[src/rtl/core/rsi_mul.sv]
`timescale 1ns / 1ps
`default_nettype none
// ----------------------------------------------------------------------------
// Chunked signed multiplier
// Signed product split into 32x32 partial products over four register stages.
// ----------------------------------------------------------------------------
module rsi_mul #(
	parameter int AW = 32,
	parameter int BW = 32
) (
	input  logic                    clk,
	input  logic                    en,
	input  logic signed [AW-1:0]    a,
	input  logic signed [BW-1:0]    b,
	output logic signed [AW+BW-1:0] p
);

	localparam int NA = (AW + 31) / 32;
	localparam int NB = (BW + 31) / 32;
	localparam int PW = AW + BW;
	localparam int RW = 32 * NB + 32;
	localparam int FW = 32 * (NA + NB);

	logic [AW:0]        ext_a, abs_a;
	logic [BW:0]        ext_b, abs_b;
	logic [32*NA-1:0]   mag_a_s1;
	logic [32*NB-1:0]   mag_b_s1;
	logic               neg_s1, neg_s2, neg_s3;
	logic [63:0]        pp_s2 [NA][NB];
	logic [RW-1:0]      row_c [NA];
	logic [RW-1:0]      row_s3 [NA];
	logic [FW-1:0]      sum_c;
	logic [PW-1:0]      p_s4;

	// Magnitudes of both operands.
	always_comb begin
		ext_a = {a[AW-1], a};
		ext_b = {b[BW-1], b};
		abs_a = a[AW-1] ? (~ext_a + 1'b1) : ext_a;
		abs_b = b[BW-1] ? (~ext_b + 1'b1) : ext_b;
	end

	// Each row adds the partial products of one chunk of a.
	always_comb begin
		for (int i = 0; i < NA; i++) begin
			row_c[i] = '0;
			for (int j = 0; j < NB; j++) begin
				row_c[i] = row_c[i] + (RW'(pp_s2[i][j]) << (32 * j));
			end
		end
	end

	// The rows are added into the full magnitude.
	always_comb begin
		sum_c = '0;
		for (int i = 0; i < NA; i++) begin
			sum_c = sum_c + (FW'(row_s3[i]) << (32 * i));
		end
	end

	// Pipeline registers.
	always_ff @(posedge clk) begin
		if (en) begin
			mag_a_s1 <= (32*NA)'(abs_a[AW-1:0]);
			mag_b_s1 <= (32*NB)'(abs_b[BW-1:0]);
			neg_s1   <= a[AW-1] ^ b[BW-1];
			for (int i = 0; i < NA; i++) begin
				for (int j = 0; j < NB; j++) begin
					pp_s2[i][j] <= mag_a_s1[32*i +: 32] * mag_b_s1[32*j +: 32];
				end
			end
			neg_s2 <= neg_s1;
			for (int i = 0; i < NA; i++) begin
				row_s3[i] <= row_c[i];
			end
			neg_s3 <= neg_s2;
			p_s4   <= neg_s3 ? PW'(~sum_c + 1'b1) : PW'(sum_c);
		end
	end

	assign p = $signed(p_s4);

endmodule
`default_nettype wire

[config.mk]
export PLATFORM = sky130hd
export DESIGN_NAME = rsi_mul
export DESIGN_NICKNAME = d
export VERILOG_FILES = /design/src/rtl/core/rsi_mul.sv
export SDC_FILE = /design/constraint.sdc
export NUM_CORES = 2
export LEC_CHECK = 0
export ABC_AREA = 1
export BUFFER_PORTS_ARGS = -buffer_cell sky130_fd_sc_hd__buf_2
export CORE_AREA = 2 2 299 301
export DETAILED_ROUTE_END_ITERATION = 8
export DIE_AREA = 0 0 301 303
export PLACE_DENSITY_LB_ADDON = 0.2
export SLEW_MARGIN = 5
export SYNTH_ARGS = -nofsm -noshare
export SYNTH_HDL_FRONTEND = slang
export SYNTH_SLANG_ARGS = --single-unit
[constraint.sdc]
create_clock -name clk -period 8.44 [get_ports clk]
set_input_delay 1.688 -clock clk [delete_from_list [all_inputs] [get_ports clk]]
set_output_delay 1.688 -clock clk [all_outputs]
set_load 0.02 [all_outputs]
== Word-level counts from Yosys, hierarchy flattened ==
Memory sizes are Yosys's and may differ from the RTL's.
Cells that the tools add are included.
Widths: inputs -> output; s select.

* $add $sub $neg: 3
* Multipliers: 1
* Muxes and demuxes: 5
* Bitwise logic cells: 4

{| class="wikitable"
|+ Operators by type and width
! cell !! number
|-
| $add 32x1->32 const B || 2
|-
| $add 64x1->64 const B || 1
|-
| $mul 32x32->64 || 1
|-
| $mux 64 || 1
|-
| $not 32->32 || 2
|-
| $not 64->64 || 1
|-
| $mux 31 || 2
|-
| $mux 1 || 2
|-
| $xor 1x1->1 || 1
|}

* Word-level logic and storage cells: 23
* Output and inout bits: 64
* Register bits after elaboration: 131
* Memory bits (writable): 128
* Memories kept: 2
* Input port bits: 66

{| class="wikitable"
|+ Memories
! name !! words !! width !! rd ports !! clocked after Yosys merged registers in !! write ports !! line !! text
|-
| pp_s2 || 1 || 64 || 1 || 0 || 1 || 29 || <nowiki>logic [63:0] pp_s2 [NA][NB];</nowiki>
|-
| row_s3 || 1 || 64 || 1 || 0 || 1 || 31 || <nowiki>logic [RW-1:0] row_s3 [NA];</nowiki>
|}

== Longest topological paths before layout ==
An unclocked memory read counts as a cell.

* Depth after elaboration: 4
* Gate-level depth with buffers: 30
* Mapped depth without buffers: 29

== Worst setup path before layout ==
No wires, ideal clock.

* Kind: reg2reg
* From: register mag_a_s1[31]
* To: memory pp_s2[0][63] in the netlist's numbering, data pin
* Required time: 8.188 ns
* Data arrival time: 5.999 ns
* Period minus slack after synthesis: 6.251 ns
* Cell stages (with the launch flop): 27
* Buffers on the path: 1
* Path slack: 2.189 ns
* Cells stage by stage: edfxtp_1 clkbuf_1 nand2_1 fa_1 inv_1 fa_1 fa_1 inv_1 fa_1 inv_1 fa_1 fa_1 fa_1 inv_1 fa_1 inv_1 ha_1 nand2_1 nand2_1 a21oi_1 nand2_1 nand2_1 nand2_1 a21oi_1 nand2_1 nand2_1 nand2_1

* Word-level cells in the longest chain between the ends: 1

{| class="wikitable"
|+ RTL lines
! what !! line !! text
|-
| from (decl) || 26 || <nowiki>logic [32*NA-1:0] mag_a_s1;</nowiki>
|-
| from (signal assigned) || 64 || <nowiki>mag_a_s1 <= (32*NA)'(abs_a[AW-1:0]);</nowiki>
|-
| $mul 32x32->64 || 69 || <nowiki>pp_s2[i][j] <= mag_a_s1[32*i +: 32] * mag_b_s1[32*j +: 32];</nowiki>
|-
| to (decl) || 29 ||
|}

Every way passes these cells.

== Worst setup path in the final report ==
* From: register mag_b_s1[10]
* To: memory pp_s2[0][36] in the netlist's numbering, data pin

* Word-level cells in the longest chain between the ends: 1

{| class="wikitable"
|+ RTL lines
! what !! line !! text
|-
| from (decl) || 27 || <nowiki>logic [32*NB-1:0] mag_b_s1;</nowiki>
|-
| from (signal assigned) || 65 || <nowiki>mag_b_s1 <= (32*NB)'(abs_b[BW-1:0]);</nowiki>
|-
| $mul 32x32->64 || 69 ||
|}

Every way passes these cells.

==> flow_summary_export.csv <==
group,metric,value,unit
detailed_routing,wl_per_cell,18.3,um
sta,fin_crit,8010,ps
synth,async_flop_share,0,
floorplan,initial_core_util,0.545,
detailed_routing,wl_met2,62800,um
synth,synthAdderAreaFrac,0.444,
setup_path,cpPeakStageDelay,1210,ps
synth,synth.largest_area_cell,"fa_1",
detailed_routing,drc_errors,0,
hold_path,whs_endpoint,"row_s3[0][5]",
detailed_routing,topRoutingLayerUsed,"met5",
global_routing,grt_pass1_vias,38053,
sta,worst_pin_slew,1380,ps
detailed_routing,drt_wl_total,133000,um
cts,cts_max_path_buffers,3,
layout,fillers,8170,
synth,synth_xor_area_frac,0.0241,
detailed_routing,ant_nets,0,
floorplan,row_count,109,
cts,cts_resized,0,
synth,synthesis.nets,7260,
setup_path,reg2regPathDepth,22,
setup_path,regToRegStartpoint,"mag_b_s1[10]",
global_routing,grt_max_degree,146,
setup_path,cp.required,8740,ps
synth,yosys_register_bits,259,
cts,post-cts-setup-buffer-count,0,
synth,yosys_warnings,0,
setup_path,crit_type,"reg -> reg",
synth,synth_edf_count,259,
setup_path,worstPathMaxFanout,20,
synth,synth_common_cells,"inv_1 (1855), nand2_1 (1796), fa_1 (896)",
place,io_buffers,129,
detailed_routing,wl_met3,9590,um
synth,synth.area.mux_share,0,
synth,synthCells,6032,
cts,cts_tree,"done",
synth,synth_compound_area_frac,0.0140,
synth,avgSynthCellArea,7.95,um^2
setup_path,endpoint_kind,"register",
detailed_routing,drtPass1Iterations,8,
sta,final-hold-violation-count,0,
sta,fin_crit_sh,0.949,
layout,final_layout_size_suffix_gt1_frac,0.0584,
synth,yosysMostFrequentCell,"inv_1",
cts,worstSkewPairLatency,640,ps
job,cap_violations,0,
floorplan,die-width,301,um
setup_path,cp_cell_sequence,"buf_4, nand2_1, fa_1, fa_1, fa_1, fa_1, inv_1, fa_1, fa_1, fa_1, inv_1, fa_1, inv_1, ha_1, nand2_1, nor2_1, and2_1, nand2_1, inv_1, nand2_1, nand3_1, nand2_1",
sta,fmax,125,MHz
cts,clk_pin_slew_worst_paths,60,ps
detailed_routing,drt_iter0_markers,3006,
outcome,status,"complete, no violations",
hold_path,min_from,"pp_s2[0][5]",
global_routing,grt_pass1_wl,210000,um
place,dpl_worst_slack,596,ps
synth,netlist_area,47900,um^2
setup_path,start_kind,"register",
sta,setup_violations,0,
sta,fin_worst_skew,58.3,ps
sta,relSlewSlack,0.0787,
synth,synth_cell_types,42,
global_routing,antenna_found_initial,1,
setup_path,critPathBufInv,5,
global_routing,grt-ovfl-total,0,
detailed_routing,met1_length,53500,um
cts,clock_sink_count,259,
sta,setup-tns-final,0,ps
floorplan,ios,130,
synth,ys.flop_type,"edfxtp_1",
cts,cts_max_level,1,
floorplan,die-area,91200,um^2
floorplan,die_y,303,um
floorplan,coreArea,88000,um^2
sta,layout_setup_ws,430,ps
detailed_routing,vias,37041,
hold_path,hold_path_depth,0,
synth,synthTopCellsByArea,"fa_1 (37%), edfxtp_1 (16%), inv_1 (15%), nand2_1 (14%), ha_1 (6.9%)",
synth,yosysSeqAreaShare,0.162,
layout,fin_cells,7263,
place,post-place-cells,7208,
place,place_congestion,0.970,
layout,syn_to_final_growth,6.23,%
setup_path,cp_slowest_cell,"edfxtp_1",
setup_path,cp_common_cell,"fa_1",
sta,rsz0062_at_grt,"no",
synth,post-synth-top-area-fraction,0.374,
setup_path,regToRegSetupSlack,430,ps
cts,hold_buffers,0,
cts,cts_buffers,30,
cts,root_buffer,"clkbuf_16",
setup_path,path_delay_family,"adder cells",
setup_path,rr_endpoint,"pp_s2[0][36]",
place,hpwlAfterDp,109000,um
hold_path,hp-class,"reg -> reg",
detailed_routing,via_per_inst,5.10,
sta,slew_violations,0,
setup_path,critPathArrivalTime,8310,ps
layout,fin_nets,7303,
synth,synth_top_family_by_area,"adder cells",
global_routing,grtUsageTotal,0.300,
synth,yosys.area_share.simple,0.193,
## metrics by stage
| stage | hold slack (ps) | util | area (um^2) |
|---|---|---|---|
| 2_1_floorplan | 400 | - | 47900 |
| 5_1_grt | 406 | 0.579 | 50900 |
| 3_3_place_gp | 402 | 0.568 | 50000 |
| 6_report | 398 | 0.579 | 50900 |
| 4_1_cts | 401 | 0.579 | 50900 |
| 3_5_place_dp | 405 | 0.568 | 50000 |
## state kept, by name (all words and copies together) (netlist names)
register,flops
mag_a_s1,32
mag_b_s1,32
neg_s1,1
neg_s2,1
neg_s3,1
p,64
pp_s2,64
row_s3,64
## worst max path at each step
stage                  from            to  slack, ps  cells past startpoint
2_1_floorplan  mag_a_s1[31]  pp_s2[0][63]       2190                     26
3_3_place_gp   mag_a_s1[17]  pp_s2[0][36]        590                     23
3_5_place_dp   mag_b_s1[10]  pp_s2[0][36]        600                     22
4_1_cts        mag_b_s1[10]  pp_s2[0][36]        540                     22
5_1_grt        mag_b_s1[10]  pp_s2[0][36]        210                     22
6_report       mag_b_s1[10]  pp_s2[0][36]        430                     22
## kinds of logic (layout without fill, tap and decap cells)
kind of cell | after synthesis | in the layout
DFF | 259 | 259
xor gates and xnor gates | 132 | 132
and+or+nand+nor | 2290 | 2290
adders and majority gates | 1162 | 1162
other | 0 | 1
AOI/OAI and AO/OA | 117 | 117
buffers and inverters | 2072 | 2137
## cell type report
type / count / area, um^2 / share of cell area
inverter: 1865 / 7000 / 0.138
sequential: 259 / 7780 / 0.153
clock buffer: 34 / 766 / 0.0150
clock inverter: 20 / 194 / 0.00381
timing repair buffer: 218 / 1350 / 0.0265
antenna: 1 / 2.50 / 0.0000491
tap: 1165 / 1460 / 0.0286
multi-input combinational: 3701 / 32400 / 0.636
## placed cells by master (no fill, tap or decap), types with 20 or more instances in the layout
cell	n
edfxtp_1	259
xor2_1	115
nand2_1	1796
fa_1	896
buf_2	128
inv_1	1855
nor2_1	224
a21oi_1	48
nor3_1	20
ha_1	266
clkbuf_16	30
nand4_1	42
buf_4	87
o21ai_0	28
nand3_1	113
nor2_2	33
## per-layer routing
metal | GRT usage | vias to the layer above
met2 | 0.498 | 1460
li1 | - | 17120
met4 | 0.137 | 2
met1 | 0.400 | 18087
met3 | 0.0338 | 372
met5 | 0 | -
Power is not shown: default switching activity piles up to over one toggle a cycle in this logic, so the estimate is an artifact.
